## src/hw/rtl/vertex_transform_project_macros.svh

```systemverilog
// Assertion helpers for vertex_transform_project.sv.
`ifndef VERTEX_TRANSFORM_PROJECT_MACROS_SVH
`define VERTEX_TRANSFORM_PROJECT_MACROS_SVH

// Same-cycle implication, sampled on aclk and disabled during reset.
`define VTP_ASSERT_IMPL(lbl, ante, cons) \
    lbl: assert property (@(posedge aclk) disable iff (!aresetn) (ante) |-> (cons)) \
        else $error("vtp assertion failed");

// Next-cycle implication, sampled on aclk and disabled during reset.
`define VTP_ASSERT_NEXT(lbl, ante, cons) \
    lbl: assert property (@(posedge aclk) disable iff (!aresetn) (ante) |=> (cons)) \
        else $error("vtp assertion failed");

`endif

```

## src/hw/rtl/vtp_pkg.sv

```systemverilog
`timescale 1ns / 1ps
package vtp_pkg;

    localparam int COORD_W = 24;
    localparam int PROD_W  = COORD_W + 16;
    localparam int SUM_W   = ((PROD_W > 34) ? PROD_W : 34) + 2;
    localparam int NUM_W   = SUM_W + 13;
    localparam int DEP_W   = SUM_W + 1;
    localparam int QB      = 17;
    localparam int REM_W   = DEP_W + QB;
    localparam int NEAR_Q25 = 1677722;
    localparam int CENTER_X = 320;
    localparam int CENTER_Y = 240;
    localparam int TRANS_SHIFT = 18;

    typedef enum logic [1:0] {
        REG_ROW_X = 2'd0,
        REG_ROW_Y = 2'd1,
        REG_ROW_Z = 2'd2,
        REG_FOCAL = 2'd3
    } vtp_reg_t;

    typedef struct packed {
        logic signed [COORD_W-1:0] vertex_x;
        logic signed [COORD_W-1:0] vertex_y;
        logic signed [COORD_W-1:0] vertex_z;
    } vtp_in_t;

    typedef struct packed {
        logic signed [15:0] screen_x;
        logic signed [15:0] screen_y;
        logic               visible;
    } vtp_out_t;

    typedef struct packed {
        logic visible;
        logic neg_x;
        logic neg_y;
        logic ovf_x;
        logic ovf_y;
    } vtp_flags_t;

    function automatic logic signed [15:0] matrix_entry(input logic [63:0] row,
                                                        input int unsigned k);
        matrix_entry = row[16*k +: 16];
    endfunction

endpackage

```

## src/hw/rtl/vtp_output.sv

```systemverilog
`timescale 1ns / 1ps
module vtp_output import vtp_pkg::*; (
    input  logic           aclk,
    input  logic           aresetn,
    input  logic           en,
    input  logic           in_valid,
    input  logic [QB-1:0]  q_x,
    input  logic [QB-1:0]  q_y,
    input  vtp_flags_t     flags,
    output logic           out_valid,
    output vtp_out_t       out_data
);

    localparam int SW = QB + 3;

    logic                 valid_reg;
    vtp_out_t             data_reg, data_next;
    logic signed [SW-1:0] sq_x, sq_y, px, py;

    function automatic logic signed [15:0] sat16(input logic signed [SW-1:0] v);
        if (v > SW'(32767))       sat16 = 16'sh7fff;
        else if (v < -SW'(32768)) sat16 = 16'sh8000;
        else                      sat16 = v[15:0];
    endfunction

    always_comb begin
        sq_x = flags.neg_x ? -SW'(q_x) : SW'(q_x);
        sq_y = flags.neg_y ? -SW'(q_y) : SW'(q_y);
        px   = SW'(CENTER_X) + sq_x;
        py   = SW'(CENTER_Y) - sq_y;
        data_next.visible  = flags.visible;
        data_next.screen_x = sat16(px);
        data_next.screen_y = sat16(py);
        // A quotient beyond the divider's range saturates by its sign alone.
        if (flags.ovf_x) data_next.screen_x = flags.neg_x ? 16'sh8000 : 16'sh7fff;
        if (flags.ovf_y) data_next.screen_y = flags.neg_y ? 16'sh7fff : 16'sh8000;
        if (!flags.visible) begin
            data_next.screen_x = '0;
            data_next.screen_y = '0;
        end
    end

    always_ff @(posedge aclk) begin
        if (!aresetn) begin
            valid_reg <= 1'b0;
        end else if (en) begin
            valid_reg <= in_valid;
        end
    end

    always_ff @(posedge aclk) begin
        if (en) data_reg <= data_next;
    end

    assign out_valid = valid_reg;
    assign out_data  = data_reg;

endmodule

```

## config.mk

```make
export PLATFORM = sky130hd
export DESIGN_NAME = vtp_output
export DESIGN_NICKNAME = d
export VERILOG_FILES = /design/src/hw/rtl/vertex_transform_project_macros.svh /design/src/hw/rtl/vtp_pkg.sv /design/src/hw/rtl/vtp_output.sv
export SDC_FILE = /design/constraint.sdc
export NUM_CORES = 1
export LEC_CHECK = 0
export ABC_AREA = 1
export BUFFER_PORTS_ARGS = -buffer_cell sky130_fd_sc_hd__buf_4
export CORE_MARGIN = 4
export CORE_UTILIZATION = 60
export CTS_CLUSTER_SIZE = 10
export DETAILED_ROUTE_END_ITERATION = 10
export PLACE_DENSITY = 0.89
export SLEW_MARGIN = 15
export SYNTH_ARGS = -nofsm -noshare
export SYNTH_HDL_FRONTEND = slang
export SYNTH_SLANG_ARGS = --single-unit
```

## constraint.sdc

```tcl
create_clock -name aclk -period 3.14 [get_ports aclk]
set_input_delay 0 -clock aclk [delete_from_list [all_inputs] [get_ports aclk]]
set_output_delay 0 -clock aclk [all_outputs]
set_load 0.02 [all_outputs]
```

### Yosys cells after proc, flatten, opt, wreduce, memory -nomap -nowiden

Index checks and enable logic that the tools add are counted.

* $add $sub $neg: 4
* multipliers: 0
* div/mod/pow operators: 0
* $lt $le $gt $ge: 4
* equal/unequal tests: 0
* shifts and indexed selects: 0
* multiplexer cells: 10
* bitwise logic cells: 0
* reduce and logical (&&, ||, !) cells: 0

Operators by type and width (count)
* $mux 16: 8
* $gt 20x16->1 const B: 2
* $lt 20x16->1 const B: 2
* $mux 20: 2
* $neg 17->20: 2
* $add 10x20->20 const A: 1
* $sub 9x20->20 const A: 1

* bits in registers: 34
* bits in latches: 0
* memory bits (writable): 0
* bits in read-only memories: 0
* input bits: 43
* output and inout bits: 34
* logic and storage cells: 22
* memories kept: 0

### Logic depth before layout (Yosys ltp)

* depth in word-level cells: 7
* depth in mapped cells: 22
* depth with buffers taken out: 21

### Least setup slack after synthesis

No wires, ideal clock.

* kind: input to register
* start: in q_y[1]
* end: reg data_reg (netlist bit out_data[6]) (data pin)
* setup time: 0.264 ns
* arrival: 1.815 ns
* data required time: 2.876 ns
* slack: 1.061 ns
* stages on the path: 20
* buffers on the path: 1
* cell sequence: inv_2 > ha_1 > nand2_1 > nor2_4 > nand2_1 > nand3_1 > nand2_2 > nor2_4 > nand2_2 > nor2_8 > nand2_2 > nand2_1 > nand2_1 > nand3_2 > nand2_2 > nand2_2 > buf_6 > nor2_2 > nor2_1 > nor2_1

* word-level cells in the longest chain between the ends: 7
* elaborated cells between the ends (all ways): 8
* those cells by class: add/sub: 2; order compare: 2; mux: 4

Ends and longest elaborated chain
* from (decl): line vtp_output.sv:8 `input logic [QB-1:0] q_y,`
* $neg 17->20: line vtp_output.sv:28 `sq_y = flags.neg_y ? -SW'(q_y) : SW'(q_y);`
* $mux 20 *: line vtp_output.sv:28
* $sub 9x20->20 *: line vtp_output.sv:30 `py = SW'(CENTER_Y) - sq_y;`
* $lt 20x16->1: line vtp_output.sv:22 `else if (v < -SW'(32768)) sat16 = 16'sh8000;`
* $mux 16: line vtp_output.sv:22
* $mux 16 *: line vtp_output.sv:21 `if (v > SW'(32767)) sat16 = 16'sh7fff;`
* $mux 16 *: line vtp_output.sv:36 `if (flags.ovf_y) data_next.screen_y = flags.neg_y ? 16'sh7fff : 16'sh8000;`
* to (signal assigned): line vtp_output.sv:52 `if (en) data_reg <= data_next;`
* to (decl): line vtp_output.sv:17 `vtp_out_t data_reg, data_next;`

Every way passes the cells marked *; elsewhere a longest branch is shown, timed or not.
A chain may end at the register's enable or synchronous reset.

### Final worst setup path

* start: in q_y[0]
* end: reg data_reg (netlist bit out_data[14]) (data pin)

Same word-level chain as after synthesis.

==> results.json <==
{
  "fin_tns_setup_ns": 0,
  "dp.cells": 698,
  "place.gp.congestion": 0.967,
  "yosys_register_bits": 34,
  "layout.nets": 681,
  "die_area_um2": 7420,
  "r2r_end": "out_valid$_SDFFE_PN0P_",
  "antennaDiodeCount": 0,
  "netlist.area_leader.share": 0.270,
  "preCtsSetupSlack_ns": 0.551,
  "first_pass_iters": 6,
  "dpl.hpwl_mm": 7.41,
  "synth_flop_cell": "edfxtp_1",
  "powerDensity_nw_per_um2": 351,
  "core_um2": 5920,
  "die-width_um": 86.2,
  "outcome": "completed",
  "reg2reg_depth": 3,
  "grt_max_degree": 36,
  "crit_end": "out_data[14]$_SDFFCE_PN0P_",
  "cts_setup_buffers": 0,
  "route.detailed.drc": 0,
  "grt_pass1_wl_mm": 15.1,
  "fin_crit_sh": 0.737,
  "setup_viol": 0,
  "yosys_warnings": 0,
  "reg2reg_from": "out_valid$_SDFFE_PN0P_",
  "slew_viol_final": 0,
  "syn_area_um2": 3660,
  "drt_iter0_drc": 169,
  "avgViaCountPerCell": 5.29,
  "critical_path_class": "in2reg",
  "max_cap_violations": 0,
  "grt_pass1_vias": 3350,
  "port_buffers": 76,
  "htree_levels": 2,
  "cp-start-kind": "primary input",
  "die_h_um": 86.2,
  "critPathMaxFanout": 12,
  "max_freq_ghz": 0.432,
  "clk_pin_slew_ns": 0.07,
  "final_core_util": 0.736,
  "initial_core_util": 0.619,
  "final_cells": 709,
  "r2r_slack_ns": 1.95,
  "required_ns": 3.15,
  "grt_antenna_before_repair": 0,
  "crit_start": "q_y[0]",
  "layout_setup_ws_ns": 0.827,
  "tightest_slew_ns": 0.811,
  "ant_nets": 0,
  "seq_area_um2": 1010,
  "drt-total-wl_mm": 9.05,
  "postSynthCellCount": 560,
  "rsz0062_at_grt": "no",
  "cts_root_buffer": "clkbuf_8",
  "seq_area_frac_synth": 0.276,
  "avgRoutedWirePerCell_um": 12.8,
  "async_reset_ff_frac": 0,
  "p_leak_uw": 0.00216,
  "overflow": 0,
  "synth.area.top_cells": "edfxtp_1 (27%), nand2_1 (18%), nor2_1 (7.2%)",
  "worst_hold_path_type": "in2reg",
  "yosysTopAreaCell": "edfxtp_1",
  "cts_tree": "yes",
  "pin_count": 77,
  "synth_nets": 608,
  "ir_drop_v": 0.000472,
  "final_layout_size_suffix_gt1_frac": 0.260,
  "vias": 3754,
  "avgSynthCellArea_um2": 6.54,
  "n_fill_cell": 493,
  "slew_headroom": 0.459,
  "synthToLayoutAreaGrowth_pct": 18.9,
  "multi_input_area_um2": 2310,
  "crit_arrival_ns": 2.32,
  "synth-edff-count": 33,
  "clkSinkCount": 34,
  "num_rows": 28,
  "synthDistinctLibCells": 35,
  "insertion_delay_ns": 0.28,
  "finalClockSkew_ns": 0,
  "fin_crit_ns": 2.31,
  "grt_usage": 0.248,
  "cts_made_buffers": 5,
  "hold_violations": 0,
  "clock_path_buffers": 2,
  "endpoint_kind": "register"
}
==> per-stage QoR <==
step	area [um2]	hold WS, ns	total power, uW
after floorplan	3660	0.0935	961
after global placement	4220	0.209	1120
after detailed placement	4220	0.212	1140
after CTS	4360	0.117	1530
after global routing	4360	0.175	1620
final	4360	0.166	1530
==> final cells by class <==
cell class | instances | area share
Timing Repair Buffer | 79 | 0.138
Sequential cell | 34 | 0.232
Clock inverter | 1 | 0.00689
Tap cell | 75 | 0.0215
Multi-Input combinational cell | 451 | 0.530
Clock buffer | 7 | 0.0175
Inverter | 62 | 0.0546
==> synth_stat cells (2+ instances only) <==
| cell type | n |
|---|---|
| nand2_1 | 177 |
| nor2_1 | 70 |
| inv_1 | 50 |
| nand3_1 | 50 |
| edfxtp_1 | 33 |
| nand2_2 | 31 |
| a21oi_1 | 23 |
| nor2_2 | 18 |
| xor2_1 | 13 |
| nand4_1 | 10 |
| inv_2 | 8 |
| nand3_2 | 8 |
| xnor2_1 | 8 |
| o21ai_0 | 7 |
| buf_6 | 6 |
| nor2_4 | 6 |
| ha_1 | 5 |
| nand2_4 | 5 |
| o21ai_1 | 5 |
| nand3b_1 | 4 |
| clkbuf_1 | 3 |
| nor3_1 | 3 |
| buf_4 | 2 |
| clkinv_1 | 2 |
| inv_4 | 2 |
| o21ai_4 | 2 |
==> worst min-delay path by stage <==
stage	startpoint	cells after the start	slack, ns	to
global placement	flags[4]	1	0.21	out_data[0]$_DFFE_PP_
global route	flags[0]	4	0.18	out_data[2]$_SDFFCE_PN0P_
finish	flags[0]	4	0.17	out_data[2]$_SDFFCE_PN0P_
detailed placement	flags[4]	1	0.21	out_data[0]$_DFFE_PP_
floorplan	en	1	0.09	out_valid$_SDFFE_PN0P_
CTS	flags[0]	3	0.12	out_data[16]$_SDFFCE_PN0P_
==> registers in the layout (all words and copies together), names as in the netlist <==
register and flops:
out_data 33, out_valid 1
==> timing repair <==
item,in CTS,in global routing
hold buffers,3,0
endpoints found under the hold margin,2,0
resized for setup,0,0
==> power by group <==
part           switching, uW  internal [uW]  total, uW
registers               12.6            547        560
logic                    368            214        582
clock network            149            237        386
==> logic make-up (layout without fill, tap and decap cells) <==
| logic type | Yosys count | after routing | synth area share |
|---|---|---|---|
| xor gates and xnor gates | 21 | 21 | 0.0502 |
| AOI/OAI and AO/OA | 41 | 41 | 0.0656 |
| and+or+nand+nor | 384 | 384 | 0.497 |
| DFF | 34 | 34 | 0.276 |
| adders and majority gates | 5 | 5 | 0.0171 |
| buffers and inverters | 75 | 149 | 0.0942 |
==> worst max-delay path, cell delays in order <==
cell	delay, ns
buf_4	0.13
inv_4	0.07
ha_1	0.28
nand2_1	0.15
nand2_1	0.10
xor2_1	0.33
nor2_2	0.11
nand3_2	0.14
nand2_4	0.09
nor2_8	0.13
nand2_2	0.07
nand2_1	0.06
nand2_1	0.05
nand3_2	0.07
nand2_2	0.05
nand2_2	0.23
nor2_2	0.06
nor2_1	0.14
nor2_1	0.06
==> cells in the final DEF (no fill, tap or decap), types with 7 or more instances in the layout <==
master	synthesis	routed
xnor2_1	8	8
nor2_2	18	18
nand4_1	10	10
o21ai_0	7	7
nand3_1	50	50
nand2_1	177	177
a21oi_1	23	23
nand3_2	8	8
inv_2	8	8
buf_4	2	76
nor2_1	70	70
edfxtp_1	33	33
xor2_1	13	13
nand2_2	31	31
inv_1	50	50
==> layer usage <==
metal	share of wire	wire length [um]	vias up	track usage
li1	-	-	1925	-
met1	0.43	3940	1664	0.332
met2	0.48	4310	153	0.421
met3	0.074	670	12	0.0288
met4	0.015	138	0	0.0691
met5	0	0	-	0
Power figures use the tool's default switching activity.
