[src/hw/rtl/vertex_transform_project_macros.svh]
// Assertion helpers for vertex_transform_project.sv.
`ifndef VERTEX_TRANSFORM_PROJECT_MACROS_SVH
`define VERTEX_TRANSFORM_PROJECT_MACROS_SVH

// Same-cycle implication, sampled on aclk and disabled during reset.
`define VTP_ASSERT_IMPL(lbl, ante, cons) \
    lbl: assert property (@(posedge aclk) disable iff (!aresetn) (ante) |-> (cons)) \
        else $error("vtp assertion failed");

// Next-cycle implication, sampled on aclk and disabled during reset.
`define VTP_ASSERT_NEXT(lbl, ante, cons) \
    lbl: assert property (@(posedge aclk) disable iff (!aresetn) (ante) |=> (cons)) \
        else $error("vtp assertion failed");

`endif

[src/hw/rtl/vtp_pkg.sv]
`timescale 1ns / 1ps
package vtp_pkg;

    localparam int COORD_W = 24;
    localparam int PROD_W  = COORD_W + 16;
    localparam int SUM_W   = ((PROD_W > 34) ? PROD_W : 34) + 2;
    localparam int NUM_W   = SUM_W + 13;
    localparam int DEP_W   = SUM_W + 1;
    localparam int QB      = 17;
    localparam int REM_W   = DEP_W + QB;
    localparam int NEAR_Q25 = 1677722;
    localparam int CENTER_X = 320;
    localparam int CENTER_Y = 240;
    localparam int TRANS_SHIFT = 18;

    typedef enum logic [1:0] {
        REG_ROW_X = 2'd0,
        REG_ROW_Y = 2'd1,
        REG_ROW_Z = 2'd2,
        REG_FOCAL = 2'd3
    } vtp_reg_t;

    typedef struct packed {
        logic signed [COORD_W-1:0] vertex_x;
        logic signed [COORD_W-1:0] vertex_y;
        logic signed [COORD_W-1:0] vertex_z;
    } vtp_in_t;

    typedef struct packed {
        logic signed [15:0] screen_x;
        logic signed [15:0] screen_y;
        logic               visible;
    } vtp_out_t;

    typedef struct packed {
        logic visible;
        logic neg_x;
        logic neg_y;
        logic ovf_x;
        logic ovf_y;
    } vtp_flags_t;

    function automatic logic signed [15:0] matrix_entry(input logic [63:0] row,
                                                        input int unsigned k);
        matrix_entry = row[16*k +: 16];
    endfunction

endpackage

[src/hw/rtl/vtp_div_step.sv]
`timescale 1ns / 1ps
module vtp_div_step import vtp_pkg::*; #(
    parameter int SHIFT = 0
) (
    input  logic              aclk,
    input  logic              aresetn,
    input  logic              en,
    input  logic              in_valid,
    input  logic [REM_W-1:0]  rem_x_in,
    input  logic [REM_W-1:0]  rem_y_in,
    input  logic [QB-1:0]     q_x_in,
    input  logic [QB-1:0]     q_y_in,
    input  logic [DEP_W-1:0]  dep_in,
    input  vtp_flags_t        flags_in,
    output logic              out_valid,
    output logic [REM_W-1:0]  rem_x_out,
    output logic [REM_W-1:0]  rem_y_out,
    output logic [QB-1:0]     q_x_out,
    output logic [QB-1:0]     q_y_out,
    output logic [DEP_W-1:0]  dep_out,
    output vtp_flags_t        flags_out
);

    logic              valid_reg;
    logic [REM_W-1:0]  rem_x_reg, rem_x_next, rem_y_reg, rem_y_next;
    logic [QB-1:0]     q_x_reg, q_x_next, q_y_reg, q_y_next;
    logic [DEP_W-1:0]  dep_reg;
    vtp_flags_t        flags_reg;
    logic [REM_W-1:0]  cand;

    // One restoring step for both lanes, which share the divisor.
    always_comb begin
        cand       = REM_W'(dep_in) << SHIFT;
        rem_x_next = rem_x_in;
        rem_y_next = rem_y_in;
        q_x_next   = q_x_in;
        q_y_next   = q_y_in;
        if (rem_x_in >= cand) begin
            rem_x_next      = rem_x_in - cand;
            q_x_next[SHIFT] = 1'b1;
        end
        if (rem_y_in >= cand) begin
            rem_y_next      = rem_y_in - cand;
            q_y_next[SHIFT] = 1'b1;
        end
    end

    always_ff @(posedge aclk) begin
        if (!aresetn) begin
            valid_reg <= 1'b0;
        end else if (en) begin
            valid_reg <= in_valid;
        end
    end

    always_ff @(posedge aclk) begin
        if (en) begin
            rem_x_reg <= rem_x_next;
            rem_y_reg <= rem_y_next;
            q_x_reg   <= q_x_next;
            q_y_reg   <= q_y_next;
            dep_reg   <= dep_in;
            flags_reg <= flags_in;
        end
    end

    assign out_valid = valid_reg;
    assign rem_x_out = rem_x_reg;
    assign rem_y_out = rem_y_reg;
    assign q_x_out   = q_x_reg;
    assign q_y_out   = q_y_reg;
    assign dep_out   = dep_reg;
    assign flags_out = flags_reg;

endmodule

[config.mk]
export PLATFORM = sky130hd
export DESIGN_NAME = vtp_div_step
export DESIGN_NICKNAME = d
export VERILOG_FILES = /design/src/hw/rtl/vertex_transform_project_macros.svh /design/src/hw/rtl/vtp_pkg.sv /design/src/hw/rtl/vtp_div_step.sv
export SDC_FILE = /design/constraint.sdc
export NUM_CORES = 1
export LEC_CHECK = 0
export ABC_AREA = 0
export ABC_CLOCK_PERIOD_IN_PS = 2700
export BUFFER_PORTS_ARGS = -buffer_cell sky130_fd_sc_hd__buf_2
export CAP_MARGIN = 15
export CORE_MARGIN = 8
export CORE_UTILIZATION = 47
export DETAILED_ROUTE_END_ITERATION = 12
export GPL_ROUTABILITY_DRIVEN = 0
export PLACE_DENSITY = 0.77
export RECOVER_POWER = 25
export SLEW_MARGIN = 15
export SYNTH_ARGS = -nofsm -noshare
export SYNTH_HDL_FRONTEND = slang
export SYNTH_SLANG_ARGS = --single-unit
[constraint.sdc]
create_clock -name aclk -period 2.7 [get_ports aclk]
set_input_delay 0 -clock aclk [delete_from_list [all_inputs] [get_ports aclk]]
set_output_delay 0 -clock aclk [all_outputs]
set_load 0.02 [all_outputs]
After elaboration in Yosys (flattened, before gate mapping)
Cells that the tools add are included.
Widths: inputs -> output; s select.
- multiplexer cells: 2
- divide/modulo/power cells: 0
- eq/ne operators: 0
- bitwise logic cells: 0
- $lt $le $gt $ge: 2
- multiply operators: 0
- add/sub/neg operators: 2
- shift operators: 0
- reduce and logical (&&, ||, !) cells: 0
- operators by type and width (cell ; number):
    $ge 60x43->1 ; 2
    $mux 60 ; 2
    $sub 60x43->60 ; 2
- output and inout bits: 203
- register bits: 203
- memories: 0
- latch bits: 0
- bits in writable memories: 0
- logic and storage cells: 19
- memory bits (read-only): 0

Longest topological paths before layout
- depth in word-level cells: 2
- mapped depth: 14

Worst setup path before layout
Ideal clock, no wire load.
- path type: input port to flip-flop
- start: input port dep_in[14]
- end: register rem_x_reg[47], in the netlist rem_x_out[47] (data pin)
- path buffers: 2
- library setup time: 0.258 ns
- cell stages on the path: 14
- setup slack: -0.080 ns
- arrival: 2.523 ns
- path through: inv_1 > ha_1 > buf_2 > nand3_1 > or4_1 > or4_1 > o21a_1 > nand3_1 > or3b_1 > buf_4 > and2b_4 > o211a_2 > nand3b_1 > xnor2_1
- cells in the longest elaborated chain, start to end: 2
- elaborated cells between the ends (all ways): 3
- classes of those cells: add/sub: 1; order compare: 1; mux: 1
- ends and longest elaborated chain (what ; RTL line ; RTL):
    start: declaration ; vtp_div_step.sv:13 ; input logic [DEP_W-1:0] dep_in,
    $sub 60x43->60 / $ge 60x43->1 (equally long branches) ; vtp_div_step.sv:39, vtp_div_step.sv:38 ;
    $mux 60 * ; vtp_div_step.sv:38 ; if (rem_x_in >= cand) begin
    named net rem_x_next[47] ; vtp_div_step.sv:25 ; logic [REM_W-1:0] rem_x_reg, rem_x_next, rem_y_reg, rem_y_next;
    end signal: assignment ; vtp_div_step.sv:58 ; rem_x_reg <= rem_x_next;
    end: declaration ; vtp_div_step.sv:25 ;
The timed path passes the listed nets; every way through them passes the cells marked *.
A chain may end at the register's enable or synchronous reset.

Worst setup path in the final report
- start: input port dep_in[39]
- end: register rem_x_reg[47], in the netlist rem_x_out[47] (data pin)
Same word-level chain as after synthesis.

==> metrics.md <==
| Metric | Value |
|---|---|
| Cell depth of the worst flop-to-flop path | 3 |
| Leakage power figure | 8.88 nW |
| Hold Violations, Final | 0 |
| Max-slew violation count | 0 |
| Met3 routing resource usage after global routing | 0.0676 |
| Cell area after technology mapping | 13,000 um2 |
| DRC violations left | 0 |
| Relative slew margins | 0.527 |
| Synthesis-to-finish area growth | 54.6% |
| Post-layout minimum cycle time | 2.69 ns |
| Result of the run | completed |
| Max cap viols | 0 |
| Area share of the largest cell type after synthesis | 0.465 |
| GRT met1 Usage | 0.343 |
| Number of buffers created by CTS | 23 |
| Top cells by area in the synthesized netlist | edfxtp_1 (47%), ha_1 (8.3%), a21oi_1 (6.9%) |
| Crit path from | dep_in[39] |
| Layout Cells excl Fill | 2,552 |
| Number of standard cells after synthesis | 1,313 |
| Number of port buffers | 408 |
| Residual antenna-violating net count after detailed routing | 0 |
| Post-Syn Nets | 1,607 |
| Post-synthesis xor/xnor area fraction | 0.0745 |
| Capturing instance or port of the critical path | rem_x_out[47] |
| Sequential-to-total area share from yosys stat | 0.467 |
| DR pass1 iterations | 5 |
| Worst setup timing slack at the placement stage | -0.376 ns |
| Number of global-route vias before repair | 14,503 |
| Layout cell share with drive strength beyond 1 | 0.316 |
| Hold Crit Class | in2reg |
| Fraction of the mapped netlist area in compound gates | 0.177 |
| Clock slew seen by the registers of the worst setup and hold paths | 0.06 ns |
| Largest net degree at the start of global routing | 81 |
| 1st-iter DRT viols | 1,311 |
| Fraction of met2 tracks used by global routing | 0.495 |
| H-Tree Depth | 1 |
| Mapped Avg Cell Area | 9.93 um2 |
| Core region area | 27,600 um2 |
| Share of synthesized cell area in and, or, nand and nor gates | 0.144 |
| Power Dens Cells | 528 nW/um2 |
| Setup crit start kind | primary input |
| Mux cell area share after synthesis | 0.0162 |
| Main synth FF type | edfxtp_1 |
| CTS Sinks | 203 |
| FF+latch count, synth | 203 |
| Post-Place Cells | 2,294 |
| Slowest library cell on the worst path | dlygate4sd3_1 |
| Busiest layer in global routing | met2 |
| Endpoint of the worst-slack reg-to-reg timing path | out_valid |
| Starting density of the core | 0.473 |
| Critical path required time | 2.95 ns |
| Post-synthesis async set-or-reset flop share | 0 |
| Category of the critical setup timing path | in2reg |
| Biggest fanout along the worst timing path | 7 |
| Critical path data arrival time | 2.94 ns |
| Crit. End Element | register |
| Total Die Area | 33,300 um2 |
| Number of placement rows | 61 |
| Insertion delay to the later sink of the worst-skew pair | 0.51 ns |
| Clock tree from TritonCTS | built |
| Max Root-Sink Buffers | 3 |
| GRT Total Usage | 0.293 |
| Die X | 183 um |
| Avg Vias per Cell | 5.67 |
| Setup violators final | 0 |
| Routed length per instance | 20.5 um |
| Crit share post-route | 0.996 |
| Adder-cell share of the synthesized area | 0.0856 |
| Die outline height | 183 um |
| Worst R2R Start | out_valid |
| Longest individual stage delay on the worst path | 0.52 ns |
| Wire length of the first global-routing pass | 77,900 um |
| Post-layout net count | 2,444 |
| Aggregate negative setup slack | 0 ns |
| Count of pins on the block boundary | 409 |
| Register-to-register setup slack | 1.55 ns |
| Largest area contributor in the netlist | edfxtp_1 |
| Total Routed Length | 52,400 um |
| Slack of the critical path | 0.0119 ns |
| Yosys warnings | 0 |
| Aggregate global routing overflow | 0 |
| RSZ-0062 raised after global routing | yes |
| Fmax | 0.372 GHz |
| Main combinational cell family by area after synthesis | compound AO/OA/AOI/OAI gates |
| Worst IR drop on VDD | 0.412 mV |
| Worst-case clock skew | 0 ns |
| Count of flip-flops with a built-in enable after synthesis | 202 |
| Root Buffer Master | clkbuf_16 |
| Tightest hold margin | 0.0465 ns |
| Count of vias placed by the detailed router | 14,474 |
| Ordered cell list for the critical path | dlygate4sd3_1, buf_2, inv_1, ha_1, nand4_1, nor3_2, a22oi_2, nor3_1, o31ai_1, or3b_4, and2b_4, o211a_4, nand3b_1, xnor2_1 |
| Post-detailed-placement half-perimeter wirelength | 37,700 um |
| Netlist cell types | 72 |
| Antenna violations before repair | 10 |
| Worst-margin pin slew | 0.702 ns |
-- cell usage in the layout, fill, tap and decap left out, types with 8 or more instances in the layout --
master,Yosys,layout
o21bai_1,21,21
nand2b_1,10,10
clkbuf_16,0,23
xnor2_1,65,65
a21oi_1,179,173
nor3_1,28,25
dlygate4sd3_1,0,202
inv_1,73,72
a21o_1,27,27
nor2b_1,13,13
ha_1,86,82
o211ai_1,8,8
a211oi_1,12,8
xor2_1,46,46
o21ai_0,46,44
and3_1,14,14
o21a_1,8,8
mux2_1,12,12
edfxtp_1,202,202
a31oi_1,13,12
o21ai_1,11,11
clkbuf_1,37,66
nand3_1,22,20
nor2_1,141,139
nand2_1,87,86
diode_2,0,8
buf_2,6,347
buf_4,1,241
nand4_1,30,30
-- flip-flops by register name (all words and copies together), names as in the netlist --
name       flops
rem_y_out     60
q_x_out       17
flags_out      5
dep_out       43
rem_x_out     60
out_valid      1
q_y_out       17
-- synth_stat cells, types with 4 or more instances --
library cell and n:
a211oi_1 12, nand2_1 87, nor2_1 141, o31ai_1 4
nor4_1 9, o21bai_1 21, a21oi_1 179, xor2_1 46
a41oi_1 4, mux2_1 12, nor3_1 28, o21ai_1 11
or2_2 5, o211ai_1 8, and3_1 14, a21o_1 27
edfxtp_1 202, o31a_1 4, o21ai_0 46, nand3_1 22
nand4_1 30, xnor2_1 65, ha_1 86, or4_1 6
a31oi_1 13, nand2b_1 10, inv_1 73, clkbuf_1 37
and2_1 7, mux2_2 5, buf_2 6, o21a_1 8
o2111ai_1 4, a31o_2 6, nor2b_1 13, a21boi_0 6
-- how the worst min path moves through the flow --
stage          cells after the start         start            end  slack, ns
5_1_grt                            3  rem_x_in[14]  rem_x_out[14]       0.05
3_3_place_gp                       1    q_y_in[10]    q_y_out[10]       0.18
3_5_place_dp                       1    q_x_in[11]    q_x_out[11]       0.18
2_1_floorplan                      0     dep_in[0]     dep_out[0]        0.1
6_report                           4  rem_y_in[14]  rem_y_out[14]       0.05
4_1_cts                            4  rem_y_in[14]  rem_y_out[14]       0.03
-- through the flow --
stage          cell area [um2]  power [mW]  utilization
6_report                 20200        10.7        0.732
5_1_grt                  20200        11.1        0.732
4_1_cts                  20000        10.5        0.726
3_5_place_dp             17300        7.27        0.626
3_3_place_gp             17300        7.21        0.626
2_1_floorplan            13100        5.84            -
-- timing repair --
action,CTS,global route
endpoints found under the setup margin,0,104
gates resized for setup,0,41
setup buffers,0,7
hold buffers,202,0
hold endpoints to repair,237,0
-- routing by layer --
layer  wire [um]  up-vias
met2       24700      870
li1            -     6559
met1       19700     6804
met3        4790      235
met5          37        -
met4        3120        6
-- worst max-delay path, delay by kind of cell --
kind                       cells  cell delay [ns]
buffers and inverters          3             0.71
AOI/OAI and AO/OA              3             0.42
xor gates and xnor gates       1             0.15
and+or+nand+nor                6             1.24
adders and majority gates      1             0.40
-- area by class of cell --
cell class                 instances  area [um2]
tap                              378         473
multi-input combinational        990        6700
timing repair buffer             859        5900
fill                            1901        7390
inverter                          73         274
clock buffer                      27         591
antenna                            8        20.0
sequential                       203        6090
clock inverter                    14         119
-- kinds of logic after synthesis --
family | after synthesis
AO/OA/AOI/OAI | 379
XOR/XNOR | 111
buffers and inverters | 120
AND/OR/NAND/NOR | 393
flip-flops | 203
multiplexers | 19
adder cells (fa/ha/maj) | 88
-- power breakdown --
part / total, mW / internal (mW) / leakage [nW] / switching [mW]
sequential: 4.06 / 3.94 / 1.99 / 0.123
combinational: 3.56 / 1.53 / 6.54 / 2.04
clock: 3.03 / 1.75 / 0.346 / 1.29
No activity file was read; power rests on OpenSTA's default activity.
